==> config.mk <==
export PLATFORM = sky130hd
export DESIGN_NAME = lru_client_table_with_timeout_top
export DESIGN_NICKNAME = d
export VERILOG_FILES = /design/src/sv/lct_pkg.sv /design/src/sv/lct_cell.sv /design/src/sv/lct_chain.sv /design/src/sv/lru_client_table_with_timeout_top.sv
export SDC_FILE = /design/constraint.sdc
export NUM_CORES = 2
export LEC_CHECK = 0
export ABC_AREA = 1
export BUFFER_PORTS_ARGS = -buffer_cell sky130_fd_sc_hd__buf_2
export CORE_ASPECT_RATIO = 0.75
export CORE_UTILIZATION = 40
export DETAILED_ROUTE_END_ITERATION = 12
export PLACE_DENSITY = 0.65
export SLEW_MARGIN = 20
export SYNTH_ARGS = -nofsm -noshare
export SYNTH_HDL_FRONTEND = slang
export SYNTH_SLANG_ARGS = --single-unit
==> constraint.sdc <==
create_clock -name clk -period 10.6 [get_ports clk]
set_clock_uncertainty 0.2 [all_clocks]
set_input_delay 0.53 -clock clk [delete_from_list [all_inputs] [get_ports clk]]
set_output_delay 0.53 -clock clk [all_outputs]
set_load 0.005 [all_outputs]
==> src/sv/lct_pkg.sv <==
// Shared types and codes for the client table with timeout.
`timescale 1ns / 1ps

package lct_pkg;

	// request codes
	localparam logic [1:0] OP_CONNECT  = 2'd0;
	localparam logic [1:0] OP_ACTIVITY = 2'd1;
	localparam logic [1:0] OP_CLOSE    = 2'd2;
	localparam logic [1:0] OP_TICK     = 2'd3;

	// register indexes on the configuration port
	localparam int CFG_ADDR_W = 1;
	localparam logic [CFG_ADDR_W-1:0] REG_TIMEOUT = 1'b0;
	localparam logic [CFG_ADDR_W-1:0] REG_SWEEP   = 1'b1;

	localparam logic [31:0] TIMEOUT_RST  = 32'd30000;
	localparam logic [31:0] INTERVAL_RST = 32'd5000;

	// slot index width, wide enough for the largest table plus one
	localparam int IDX_W = 7;

	// word that travels down the cell row
	typedef struct packed {
		logic             valid;
		logic [1:0]       op;
		logic [15:0]      id;
		logic [31:0]      now;
		logic             sweep;
		logic [IDX_W-1:0] start;
		logic             emit;
		logic [IDX_W-1:0] emit_idx;
		logic [15:0]      emit_sock;
		logic             match;
		logic [IDX_W-1:0] match_idx;
		logic             match_en;
		logic             empty;
		logic [IDX_W-1:0] empty_idx;
		logic [31:0]      best_age;
		logic [IDX_W-1:0] best_idx;
		logic [15:0]      best_sock;
	} lct_word_t;

	// slot update broadcast from the controller
	typedef struct packed {
		logic             we;
		logic [IDX_W-1:0] idx;
		logic             wr_sock;
		logic [15:0]      sock;
		logic             wr_time;
		logic [31:0]      now;
		logic             wr_en;
		logic             en;
	} lct_upd_t;

endpackage

==> src/sv/lct_cell.sv <==
// One table slot: holds its client and updates the passing word.
`timescale 1ns / 1ps

module lct_cell #(
	parameter int IDX = 0
) (
	input  logic               clk,
	input  logic               arst_n,
	input  lct_pkg::lct_word_t word_in,
	output lct_pkg::lct_word_t word_out,
	input  lct_pkg::lct_upd_t  upd,
	input  logic [31:0]        timeout
);

	localparam logic [lct_pkg::IDX_W-1:0] IDX_V  = lct_pkg::IDX_W'(IDX);
	localparam logic [lct_pkg::IDX_W-1:0] NEXT_V = lct_pkg::IDX_W'(IDX + 1);

	logic [15:0]        sock_q;
	logic [31:0]        time_q;
	logic               en_q;
	lct_pkg::lct_word_t word_q;
	lct_pkg::lct_word_t w;
	logic [31:0]        age;
	logic               occupied;
	logic               act;
	logic               expire;
	logic               hit_upd;

	assign age      = word_in.now - time_q;
	assign occupied = (sock_q != 16'd0);
	assign act      = word_in.valid && !word_in.emit && (IDX_V >= word_in.start);
	assign hit_upd  = upd.we && (upd.idx == IDX_V);

	always_comb begin
		w      = word_in;
		expire = 1'b0;
		if (act) begin
			if (word_in.op == lct_pkg::OP_TICK) begin
				// free an expired client and carry it to the end of the row
				if (word_in.sweep && occupied && (age > timeout)) begin
					expire      = 1'b1;
					w.emit      = 1'b1;
					w.emit_idx  = IDX_V;
					w.emit_sock = sock_q;
					w.start     = NEXT_V;
				end
			end else begin
				if (!word_in.match && (sock_q == word_in.id)) begin
					w.match     = 1'b1;
					w.match_idx = IDX_V;
					w.match_en  = en_q;
				end
				if (!word_in.empty && !occupied) begin
					w.empty     = 1'b1;
					w.empty_idx = IDX_V;
				end
				if ((IDX == 0) || (age > word_in.best_age)) begin
					w.best_age  = age;
					w.best_idx  = IDX_V;
					w.best_sock = sock_q;
				end
			end
		end
	end

	always_ff @(posedge clk or negedge arst_n) begin
		if (!arst_n) begin
			sock_q <= 16'd0;
			en_q   <= 1'b0;
			word_q <= '0;
		end else begin
			word_q <= w;
			if (expire) begin
				sock_q <= 16'd0;
				en_q   <= 1'b0;
			end else if (hit_upd) begin
				if (upd.wr_sock) begin
					sock_q <= upd.sock;
				end
				if (upd.wr_en) begin
					en_q <= upd.en;
				end
			end
		end
	end

	always_ff @(posedge clk) begin
		if (!expire && hit_upd && upd.wr_time) begin
			time_q <= upd.now;
		end
	end

	assign word_out = word_q;

endmodule

==> src/sv/lct_chain.sv <==
// Row of slot cells; the word moves one cell per cycle.
`timescale 1ns / 1ps

module lct_chain #(
	parameter int N_CELLS = 8
) (
	input  logic               clk,
	input  logic               arst_n,
	input  lct_pkg::lct_word_t word_in,
	output lct_pkg::lct_word_t word_out,
	input  lct_pkg::lct_upd_t  upd,
	input  logic [31:0]        timeout
);

	lct_pkg::lct_word_t link [N_CELLS+1];

	assign link[0] = word_in;

	for (genvar g = 0; g < N_CELLS; g++) begin : g_cell
		lct_cell #(
			.IDX(g)
		) u_cell (
			.clk     (clk),
			.arst_n  (arst_n),
			.word_in (link[g]),
			.word_out(link[g+1]),
			.upd     (upd),
			.timeout (timeout)
		);
	end

	assign word_out = link[N_CELLS];

endmodule

==> src/sv/lru_client_table_with_timeout_top.sv <==
// Top level: request intake, result decision and output register of the client table.
`timescale 1ns / 1ps

// Client table with least-recently-used eviction and inactivity timeout.
// Requests enter on the s_ group: s_tuser carries the request code (connect,
// activity, close, tick), s_tdata the socket id and the current time. Each
// request gives one result on the m_ group, except a tick, which gives one
// word per timed-out client and then a closing word; m_tlast marks the final
// word of every request.
// A request is taken only while no other one is in work. Its word walks the
// row of MAX_CLIENTS cells, one cell per cycle, then the controller writes the
// chosen slot and loads the result, and only then is the next request taken.
// For a tick, the walk starts again at cell 0 after each freed client and
// resumes behind the freed slot. The result sits in an output register, so the
// next request is taken while a result waits; if the receiver stalls, the
// controller holds at its decision step until the output register frees up.
// Reset empties every slot, clears the last sweep time and loads a timeout of
// 30000 and a sweep interval of 5000. Configuration is written through
// cfg_we / cfg_addr / cfg_wdata while the block is idle; the user must keep to
// this, as the block itself does not enforce it.
module lru_client_table_with_timeout_top #(
	parameter int MAX_CLIENTS = 8
) (
	input  logic                           clk,
	input  logic                           arst_n,
	input  logic                           s_tvalid,
	output logic                           s_tready,
	input  logic [47:0]                    s_tdata,   // socket_id[15:0], now_ms[47:16]
	input  logic [1:0]                     s_tuser,   // op[1:0]
	output logic                           m_tvalid,
	input  logic                           m_tready,
	// slot[2:0], found[3], client_enabled[4], closed_socket[20:5], close_now[21], zero[23:22]
	output logic [23:0]                    m_tdata,
	output logic                           m_tlast,
	input  logic                           cfg_we,
	input  logic [lct_pkg::CFG_ADDR_W-1:0] cfg_addr,
	input  logic [31:0]                    cfg_wdata
);

	localparam logic [1:0] ST_IDLE = 2'd0;
	localparam logic [1:0] ST_RUN  = 2'd1;
	localparam logic [1:0] ST_END  = 2'd2;

	logic [1:0]         state_q;
	logic [31:0]        timeout_q;
	logic [31:0]        interval_q;
	logic [31:0]        last_sweep_q;
	lct_pkg::lct_word_t inj_s0;
	lct_pkg::lct_word_t fin_q;
	lct_pkg::lct_word_t chain_out;
	lct_pkg::lct_word_t new_word;
	lct_pkg::lct_word_t resume_word;
	lct_pkg::lct_upd_t  upd;

	logic        m_valid_q;
	logic [2:0]  out_slot_q;
	logic        out_found_q;
	logic        out_en_q;
	logic [15:0] out_closed_q;
	logic        out_cnow_q;
	logic        out_last_q;

	logic        accept;
	logic        out_free;
	logic        push;
	logic        reinject;
	logic        sweep_done;
	logic [2:0]  r_slot;
	logic        r_found;
	logic        r_en;
	logic [15:0] r_closed;
	logic        r_cnow;
	logic        r_last;
	logic [lct_pkg::IDX_W-1:0] new_idx;

	assign s_tready = (state_q == ST_IDLE);
	assign accept   = s_tvalid && s_tready;
	assign out_free = !m_valid_q || m_tready;
	assign push     = (state_q == ST_END) && out_free;

	always_comb begin
		new_word       = '0;
		new_word.valid = 1'b1;
		new_word.op    = s_tuser;
		new_word.id    = s_tdata[15:0];
		new_word.now   = s_tdata[47:16];
		new_word.sweep = (s_tuser == lct_pkg::OP_TICK) &&
		                 ((s_tdata[47:16] - last_sweep_q) > interval_q);
	end

	always_comb begin
		resume_word      = fin_q;
		resume_word.emit = 1'b0;
	end

	assign new_idx = fin_q.empty ? fin_q.empty_idx : fin_q.best_idx;

	// decide the result word and slot update from the word that left the row
	always_comb begin
		r_slot     = 3'd0;
		r_found    = 1'b0;
		r_en       = 1'b0;
		r_closed   = 16'd0;
		r_cnow     = 1'b0;
		r_last     = 1'b1;
		reinject   = 1'b0;
		sweep_done = 1'b0;
		upd        = '0;
		upd.now    = fin_q.now;
		if (fin_q.op == lct_pkg::OP_TICK) begin
			if (fin_q.emit) begin
				r_slot   = fin_q.emit_idx[2:0];
				r_found  = 1'b1;
				r_closed = fin_q.emit_sock;
				r_cnow   = 1'b1;
				r_last   = 1'b0;
				reinject = 1'b1;
			end else begin
				sweep_done = fin_q.sweep;
			end
		end else if (fin_q.id != 16'd0) begin
			case (fin_q.op)
				lct_pkg::OP_CONNECT: begin
					if (fin_q.match) begin
						r_slot      = fin_q.match_idx[2:0];
						r_found     = 1'b1;
						r_en        = fin_q.match_en;
						upd.we      = 1'b1;
						upd.idx     = fin_q.match_idx;
						upd.wr_time = 1'b1;
					end else begin
						r_slot      = new_idx[2:0];
						r_closed    = fin_q.empty ? 16'd0 : fin_q.best_sock;
						r_cnow      = !fin_q.empty && (fin_q.best_sock != 16'd0);
						upd.we      = 1'b1;
						upd.idx     = new_idx;
						upd.wr_sock = 1'b1;
						upd.sock    = fin_q.id;
						upd.wr_time = 1'b1;
						upd.wr_en   = 1'b1;
						upd.en      = 1'b0;
					end
				end
				lct_pkg::OP_ACTIVITY: begin
					if (fin_q.match) begin
						r_slot    = fin_q.match_idx[2:0];
						r_found   = 1'b1;
						r_en      = 1'b1;
						upd.we    = 1'b1;
						upd.idx   = fin_q.match_idx;
						upd.wr_en = 1'b1;
						upd.en    = 1'b1;
					end
				end
				lct_pkg::OP_CLOSE: begin
					if (fin_q.match) begin
						r_slot      = fin_q.match_idx[2:0];
						r_found     = 1'b1;
						upd.we      = 1'b1;
						upd.idx     = fin_q.match_idx;
						upd.wr_sock = 1'b1;
						upd.sock    = 16'd0;
						upd.wr_en   = 1'b1;
						upd.en      = 1'b0;
					end
				end
				default: begin
				end
			endcase
		end
		// write the slot only in the cycle the result goes out
		upd.we = upd.we && push;
	end

	lct_chain #(
		.N_CELLS(MAX_CLIENTS)
	) u_chain (
		.clk     (clk),
		.arst_n  (arst_n),
		.word_in (inj_s0),
		.word_out(chain_out),
		.upd     (upd),
		.timeout (timeout_q)
	);

	always_ff @(posedge clk or negedge arst_n) begin
		if (!arst_n) begin
			state_q      <= ST_IDLE;
			timeout_q    <= lct_pkg::TIMEOUT_RST;
			interval_q   <= lct_pkg::INTERVAL_RST;
			last_sweep_q <= 32'd0;
			inj_s0       <= '0;
			m_valid_q    <= 1'b0;
		end else begin
			if (cfg_we) begin
				case (cfg_addr)
					lct_pkg::REG_TIMEOUT: timeout_q  <= cfg_wdata;
					lct_pkg::REG_SWEEP:   interval_q <= cfg_wdata;
					default: begin
					end
				endcase
			end
			if (push) begin
				m_valid_q <= 1'b1;
			end else if (m_tready) begin
				m_valid_q <= 1'b0;
			end
			case (state_q)
				ST_IDLE: begin
					if (accept) begin
						inj_s0  <= new_word;
						state_q <= ST_RUN;
					end
				end
				ST_RUN: begin
					// drop the word once the first cell has taken it
					inj_s0.valid <= 1'b0;
					if (chain_out.valid) begin
						state_q <= ST_END;
					end
				end
				ST_END: begin
					if (push) begin
						if (reinject) begin
							// resume the sweep behind the freed slot
							inj_s0  <= resume_word;
							state_q <= ST_RUN;
						end else begin
							state_q <= ST_IDLE;
						end
						if (sweep_done) begin
							last_sweep_q <= fin_q.now;
						end
					end
				end
				default: begin
					state_q <= ST_IDLE;
				end
			endcase
		end
	end

	always_ff @(posedge clk) begin
		if ((state_q == ST_RUN) && chain_out.valid) begin
			fin_q <= chain_out;
		end
		if (push) begin
			out_slot_q   <= r_slot;
			out_found_q  <= r_found;
			out_en_q     <= r_en;
			out_closed_q <= r_closed;
			out_cnow_q   <= r_cnow;
			out_last_q   <= r_last;
		end
	end

	assign m_tvalid = m_valid_q;
	assign m_tdata  = {2'b00, out_cnow_q, out_closed_q, out_en_q, out_found_q, out_slot_q};
	assign m_tlast  = out_last_q;

	a_idle_no_word: assert property (@(posedge clk) disable iff (!arst_n)
		(state_q == ST_IDLE) |-> !inj_s0.valid)
		else $error("word injected while idle");

	a_word_only_in_run: assert property (@(posedge clk) disable iff (!arst_n)
		chain_out.valid |-> (state_q == ST_RUN))
		else $error("word left the row outside the run state");

	a_upd_with_push: assert property (@(posedge clk) disable iff (!arst_n)
		upd.we |-> push)
		else $error("slot written without a result");

	a_push_sets_valid: assert property (@(posedge clk) disable iff (!arst_n)
		push |=> m_valid_q)
		else $error("result lost");

	a_reinject_tick: assert property (@(posedge clk) disable iff (!arst_n)
		(push && reinject) |=> (inj_s0.valid && (inj_s0.op == lct_pkg::OP_TICK)))
		else $error("sweep not resumed");

endmodule
=== Word level (Yosys, flattened, before mapping) ===
Index checks and enable logic that the tools add are counted.

* Register bits: 2064
* Output and inout port bits: 27

* Equal/unequal tests: 33
* Bitwise logic cells: 2
* Mux-type cells: 168
* Order comparisons: 24
* Reduce and logical (&&, ||, !) cells: 186
* $add $sub $neg: 9

{| class="wikitable"
|+ Operator list
! operator !! number
|-
| $mux 103 || 8
|-
| $mux 72 || 8
|-
| $gt 32x32->1 || 16
|-
| $mux 31 || 16
|-
| $mux 155 || 3
|-
| $mux 55 || 7
|-
| $mux 16 || 23
|-
| $pmux 154 s2 || 1
|-
| $sub 32x32->32 || 9
|-
| $reduce_bool 16->1 || 10
|-
| $eq 16x16->1 || 8
|-
| $logic_and 1x1->1 || 78
|-
| $mux 8 || 9
|-
| $mux 9 || 8
|-
| $mux 1 || 59
|-
| $mux 26 || 2
|-
| $reduce_bool 2->1 || 26
|-
| $logic_not 1->1 || 42
|-
| $reduce_and 2->1 || 18
|-
| $pmux 17 s2 || 1
|-
| $eq 7x3->1 const B || 4
|-
| $ge 3x7->1 const A || 4
|-
| $mux 25 || 1
|-
| $eq 2x2->1 const B || 12
|-
| 25 further kinds || 49
|}

=== Depth between registers and ports, before layout ===
* Depth in word-level cells: 9
* Gate-level depth with buffers: 28

=== Hierarchy ===
A second synthesis with hierarchy kept.

* Cells, all modules: 13043
* Area, all modules: 108570.4 µm²

{| class="wikitable"
|+ Modules (own cells, without submodules)
! module !! cells each !! area each (µm²) !! times used
|-
| lru_client_table_with_timeout_top || 1913 || 18826.8 || 1
|-
| lct_cell at u_chain.g_cell[7].u_cell || 1456 || 11523.6 || 1
|-
| lct_cell at u_chain.g_cell[5].u_cell || 1408 || 11372.2 || 1
|-
| lct_cell at u_chain.g_cell[3].u_cell || 1383 || 11367.2 || 1
|-
| lct_cell at u_chain.g_cell[1].u_cell || 1434 || 11358.4 || 1
|-
| lct_cell at u_chain.g_cell[6].u_cell || 1399 || 11225.8 || 1
|-
| lct_cell at u_chain.g_cell[4].u_cell || 1378 || 11210.8 || 1
|-
| lct_cell at u_chain.g_cell[2].u_cell || 1383 || 11160.7 || 1
|-
| lct_cell at u_chain.g_cell[0].u_cell || 1289 || 10525.1 || 1
|}

=== Least setup slack after synthesis ===
No wires, ideal clock.

* Path kind: register -> register
* From: register state_q[1]
* To: register fin_q[0] (netlist bit), enable pin
* Setup slack: 2.833 ns
* Path buffers: 1
* Cell stages (with the launch flop): 5
* Required time: 9.737 ns
* Arrival: 6.904 ns
* Path through: dfrtp_1 -> buf_4 -> inv_2 -> nand2_1 -> nor2_1

* Longest elaborated chain between the ends: 2

{| class="wikitable"
|+ Ends and longest elaborated chain
! element !! line !! RTL
|-
| start, declared || lru_client_table_with_timeout_top.sv:44 || <nowiki>logic [1:0] state_q;</nowiki>
|-
| start signal, assigned || lru_client_table_with_timeout_top.sv:188 || <nowiki>state_q <= ST_IDLE;</nowiki>
|-
| start signal, assigned || lru_client_table_with_timeout_top.sv:212 || <nowiki>state_q <= ST_RUN;</nowiki>
|-
| start signal, assigned || lru_client_table_with_timeout_top.sv:219 || <nowiki>state_q <= ST_END;</nowiki>
|-
| $eq 2x1->1 || lru_client_table_with_timeout_top.sv:244 || <nowiki>if ((state_q == ST_RUN) && chain_out.valid) begin</nowiki>
|-
| $logic_and 1x1->1 || lru_client_table_with_timeout_top.sv:244 ||
|-
| end signal, assigned || lru_client_table_with_timeout_top.sv:245 || <nowiki>fin_q <= chain_out;</nowiki>
|-
| end, declared || lru_client_table_with_timeout_top.sv:49 || <nowiki>lct_pkg::lct_word_t fin_q;</nowiki>
|}

No other way between the ends.
A chain may end at the register's enable or synchronous reset.

=== Worst setup path after layout ===
* From: register u_chain.g_cell[5].u_cell.time_q[0]
* To: register u_chain.g_cell[5].u_cell.time_q[27], enable pin

* Longest elaborated chain between the ends: 9

{| class="wikitable"
|+ Ends and longest elaborated chain
! element !! line !! RTL
|-
| start, declared || lct_cell.sv:19 || <nowiki>logic [31:0] time_q;</nowiki>
|-
| start signal, assigned || lct_cell.sv:89 || <nowiki>time_q <= upd.now;</nowiki>
|-
| $sub 32x32->32 || lct_cell.sv:29 || <nowiki>assign age = word_in.now - time_q;</nowiki>
|-
| $gt 32x32->1 || lct_cell.sv:40 || <nowiki>if (word_in.sweep && occupied && (age > timeout)) begin</nowiki>
|-
| $logic_and 1x1->1 || lct_cell.sv:40 ||
|-
| $mux 1 || lct_cell.sv:40 ||
|-
| $mux 1 || lct_cell.sv:38 || <nowiki>if (word_in.op == lct_pkg::OP_TICK) begin</nowiki>
|-
| $mux 1 || lct_cell.sv:37 || <nowiki>if (act) begin</nowiki>
|-
| $logic_not 1->1 || lct_cell.sv:88 || <nowiki>if (!expire && hit_upd && upd.wr_time) begin</nowiki>
|-
| $logic_and 1x1->1 (2 in a row) || lct_cell.sv:88 ||
|}

No other way between the ends.

==> results.txt <==
----------------------------------------------------
[Setup path]
  Endpoint type of the worst setup path ... register
  Critical Path RT ... 10.92 ns
  Maximum fanout encountered on the critical timing path ... 44
  Launching element type of the critical path ... register
  Critical Path AT ... 7.07 ns
  Critical path class ... register to register

[Cells and area]
  Share of cells above drive strength 1 ... 6.18%
  Post-Route Utilization ... 45.5%
  Count of nets after finishing ... 12,700
  Area added between synthesis and finish ... 12.4%
  Most frequent cells in the layout ... 2,853 x sky130_fd_sc_hd__nand2_1, 1,713 x sky130_fd_sc_hd__inv_1, 1,580 x sky130_fd_sc_hd__dfrtp_1, 885 x sky130_fd_sc_hd__o21ai_0, 795 x sky130_fd_sc_hd__ha_1
  Post-layout instance count excluding filler cells ... 15,300
  Number of filler cells placed in the layout ... 24,200
  Most frequent standard cell in the layout excluding fill and tap cells ... sky130_fd_sc_hd__nand2_1

[Min path]
  Worst min-delay path category ... input pin to asynchronous set/reset pin

[Pwr]
  Maximum resistive drop on vdd ... 0.000199 V
  Internal power consumption ... 20.5 mW
  Power density relative to cell area ... 333 mW/mm²
  Fraction of power spent switching nets ... 46.3%
  Leak Pwr ... 56.4 nW
  Share of total power in combinational logic ... 47.1%
  Power dissipated by switching net loads ... 17.6 mW
  Flop pwr share ... 33.2%
  Relative contribution of the clock network to total power ... 19.8%

[Routing]
  Drt drc ... 0
  Violation count after the first detailed-route iteration ... 9,282
  Via-to-Cell Ratio ... 5.31
  Post-Route WL ... 362,000 µm
  Wire per inst ... 23.6 µm
  Number of optimization iterations in the first detailed-route pass ... 6
  Number of vias in the routed layout ... 81,600
  Antenna viol nets, final ... 0

[Timing]
  Highest clock frequency the design can meet ... 148 MHz
  Worst Tran Pin Value ... 1.13 ns
  Final worst path period share ... 63.7%
  Final setup viols ... 0
  Minimum period implied by the final worst setup slack ... 6.76 ns
  Worst hold margin ... 0.0250 ns
  Slew headroom ... 24.4%
  Worst setup slack after layout ... 3.84 ns
  Pins Over Slew Limit ... 0
  Final hold viol count ... 0
  Total negative slack for setup checks ... 0 ns
  Setup repair after global routing missed its margin ... no

[GRT]
  Global-route total usage across every layer ... 27.8%
  Vias in the first global route ... 75,400
  Residual overflow from global routing ... 0
  Wire length of the first global-routing pass ... 516,000 µm
  Initial antenna violation count ... 57
  Largest net degree at the start of global routing ... 163

[Die]
  Horizontal die dimension ... 585 µm
  Top-level port count ... 115
  Die Y-Extent ... 439 µm
  Core region area ... 0.252 mm²
  Std-Cell Rows ... 159
  Starting density of the core ... 40.5%
  DIE AREA ... 0.257 mm²

[Synth]
  Mapped cell area ... 0.102 mm²
  Area share of the largest cell type after synthesis ... 38.9%
  Top_reg_cell synth ... sky130_fd_sc_hd__dfrtp_1
  Post-synthesis instance total ... 11,500
  Synth cell types ... 59
  Leading cell types by total area after synthesis ... sky130_fd_sc_hd__dfrtp_1 39%, sky130_fd_sc_hd__edfxtp_1 13%, sky130_fd_sc_hd__nand2_1 11%, sky130_fd_sc_hd__ha_1 9.8%, sky130_fd_sc_hd__inv_1 6.3%
  Warnings from Yosys ... 0
  Library cell with the largest summed area after synthesis ... sky130_fd_sc_hd__dfrtp_1
  Synthesized area per cell ... 8.84 µm²
  Number of synthesized register bits ... 2,023
  EDFF count, synth ... 430
  Share of flip-flops with an asynchronous set or reset after synthesis ... 78.7%
  Register area share after synthesis ... 51.9%

[Clocking]
  Number of cells upsized or downsized after cts ... 0
  Clock root cell ... sky130_fd_sc_hd__clkbuf_16
  Post-CTS setup buffers ... 0
  Maximum clock insertion buffer count ... 4
  H-tree depth ... 4
  Number of buffers inserted by hold repair at cts ... 84
  Clock Sinks ... 2,023
  Clock input transition at the sequential cells of the worst setup and hold paths ... 0.06 ns
  Clock insertion delay at the later pin of the skew report ... 0.95 ns
  TritonCTS Buffers ... 202
  CTS tree ... done

[Placed design]
  Number of cells after detailed placement ... 14,900
  Routability cong. ... 1.00
  Hpwl dp ... 284,000 µm
  Pre-CTS setup slack ... 3.73 ns
  Number of I/O port buffers ... 112

[Job]
  Max-capacitance violation count ... 0

[Status]
  Status ... finished, final reports clean

----------------------------------------------------
==> critical path, cell delays in order, from the launching register on <==
cell and delay (ns):
sky130_fd_sc_hd__edfxtp_1 0.36, sky130_fd_sc_hd__ha_1 0.21, sky130_fd_sc_hd__inv_1 0.13, sky130_fd_sc_hd__fa_1 0.28, sky130_fd_sc_hd__nand2_1 0.06, sky130_fd_sc_hd__o21ai_0 0.54, sky130_fd_sc_hd__nand2_1 0.10, sky130_fd_sc_hd__nand2_1 0.17
sky130_fd_sc_hd__nand2_1 0.07, sky130_fd_sc_hd__nand2_1 0.14, sky130_fd_sc_hd__nand2_1 0.10, sky130_fd_sc_hd__nand2_1 0.08, sky130_fd_sc_hd__nand2_1 0.04, sky130_fd_sc_hd__nand2_1 0.08, sky130_fd_sc_hd__inv_1 0.07, sky130_fd_sc_hd__ha_1 0.27
sky130_fd_sc_hd__nand2_1 0.06, sky130_fd_sc_hd__nor2_1 0.17, sky130_fd_sc_hd__nand2_1 0.11, sky130_fd_sc_hd__nor4_1 0.67, sky130_fd_sc_hd__inv_1 0.12, sky130_fd_sc_hd__nor2_1 0.13, sky130_fd_sc_hd__nor2_1 0.05, sky130_fd_sc_hd__nand2_1 0.17
sky130_fd_sc_hd__buf_4 0.43, sky130_fd_sc_hd__clkinv_1 0.71, sky130_fd_sc_hd__nor2_4 0.61, sky130_fd_sc_hd__buf_12 0.26
==> routing by layer <==
metal	GRT usage [%]	share of wire (%)	vias to the layer above	wire [µm]
li1	-	-	37800	-
met1	42.6	46	39400	168000
met2	36.5	38	3823	137000
met3	9.01	13	518	45600
met4	8.49	3.3	12	11900
met5	0.556	0.073	-	264
==> registers in the layout (all words and copies together) (netlist names) <==
name,cells
fin_q,151
inj_s0,150
interval_q,32
last_sweep_q,32
m_tlast,1
m_tvalid,1
out_closed_q,16
out_cnow_q,1
out_en_q,1
out_found_q,1
out_slot_q,3
state_q,2
timeout_q,32
u_chain.g_cell.u_cell.en_q,8
u_chain.g_cell.u_cell.sock_q,128
u_chain.g_cell.u_cell.time_q,256
u_chain.g_cell.u_cell.word_out,1208
==> through the flow <==
stage	power [mW]	area, µm²
2_1_floorplan	23.1	102000
3_3_place_gp	29.9	107000
3_5_place_dp	30.0	107000
4_1_cts	37.7	114000
5_1_grt	40.5	114000
6_report	38.1	114000
==> path summary, 6_finish.rpt <==
| path | slack [ns] | depth (start not counted) | from | to |
|---|---|---|---|---|
| max reg2reg | 3.84 | 27 | u_chain.g_cell[5].u_cell.time_q[0] | u_chain.g_cell[5].u_cell.time_q[27] |
| min | 0.02 | 2 | arst_n | inj_s0[81] |
| min in group clk | 0.05 | 0 | u_chain.g_cell[4].u_cell.word_out[152] | u_chain.g_cell[5].u_cell.word_out[152] |
| min reg2reg | 0.05 | 0 | u_chain.g_cell[4].u_cell.word_out[152] | u_chain.g_cell[5].u_cell.word_out[152] |
| max in group asynchronous | 7.72 | 4 | arst_n | u_chain.g_cell[5].u_cell.word_out[133] |
| max | 3.84 | 27 | u_chain.g_cell[5].u_cell.time_q[0] | u_chain.g_cell[5].u_cell.time_q[27] |
==> Yosys cell counts, types with 18 or more instances <==
cell type                     n
sky130_fd_sc_hd__nor3_1      91
sky130_fd_sc_hd__ha_1       795
sky130_fd_sc_hd__o21a_1      38
sky130_fd_sc_hd__nand2_1   2867
sky130_fd_sc_hd__buf_2       22
sky130_fd_sc_hd__or2_2       60
sky130_fd_sc_hd__o21ai_0    886
sky130_fd_sc_hd__nand3b_1    18
sky130_fd_sc_hd__dfrtp_1   1581
sky130_fd_sc_hd__inv_1     1713
sky130_fd_sc_hd__nor4_1      47
sky130_fd_sc_hd__o211ai_1    20
sky130_fd_sc_hd__o22ai_1     36
sky130_fd_sc_hd__nand4_1    173
sky130_fd_sc_hd__o21bai_1    29
sky130_fd_sc_hd__nor2_1     798
sky130_fd_sc_hd__edfxtp_1   430
sky130_fd_sc_hd__a21oi_1    652
sky130_fd_sc_hd__xnor2_1     41
sky130_fd_sc_hd__clkbuf_1   207
sky130_fd_sc_hd__nand3_1    562
sky130_fd_sc_hd__xor2_1     232
==> power by group through the flow <==
stage | Sequential [mW] | Combinational, mW | Clock, mW
floorplan | 11.7 | 11.4 | 0
global placement | 12.6 | 17.3 | 0
detailed placement | 12.7 | 17.4 | 0
CTS | 12.5 | 17.5 | 7.62
global route | 12.8 | 19.9 | 7.91
finish | 12.6 | 17.9 | 7.53
==> cell families after synthesis <==
| logic type | after synthesis | share of synthesized area, % |
|---|---|---|
| fa+ha+maj | 804 | 9.95 |
| simple gates | 4707 | 19.5 |
| flops | 2023 | 51.9 |
| buf+inv | 1988 | 7.46 |
| other cells | 1 | 0.00368 |
| compound gates | 1725 | 8.93 |
| xor+xnor | 273 | 2.35 |
==> area by class of cell <==
type | count | area, µm² | area share, %
diodes | 16 | 40.0 | 0.0350
clock buffers | 283 | 5790 | 5.06
clock inverters | 85 | 1060 | 0.929
inverters | 1727 | 6500 | 5.68
multi-input cells | 7511 | 41600 | 36.3
flip-flops and latches | 2023 | 52800 | 46.1
well taps | 3381 | 4230 | 3.70
repair buffers | 320 | 2460 | 2.15
Power figures use the tool's default switching activity.
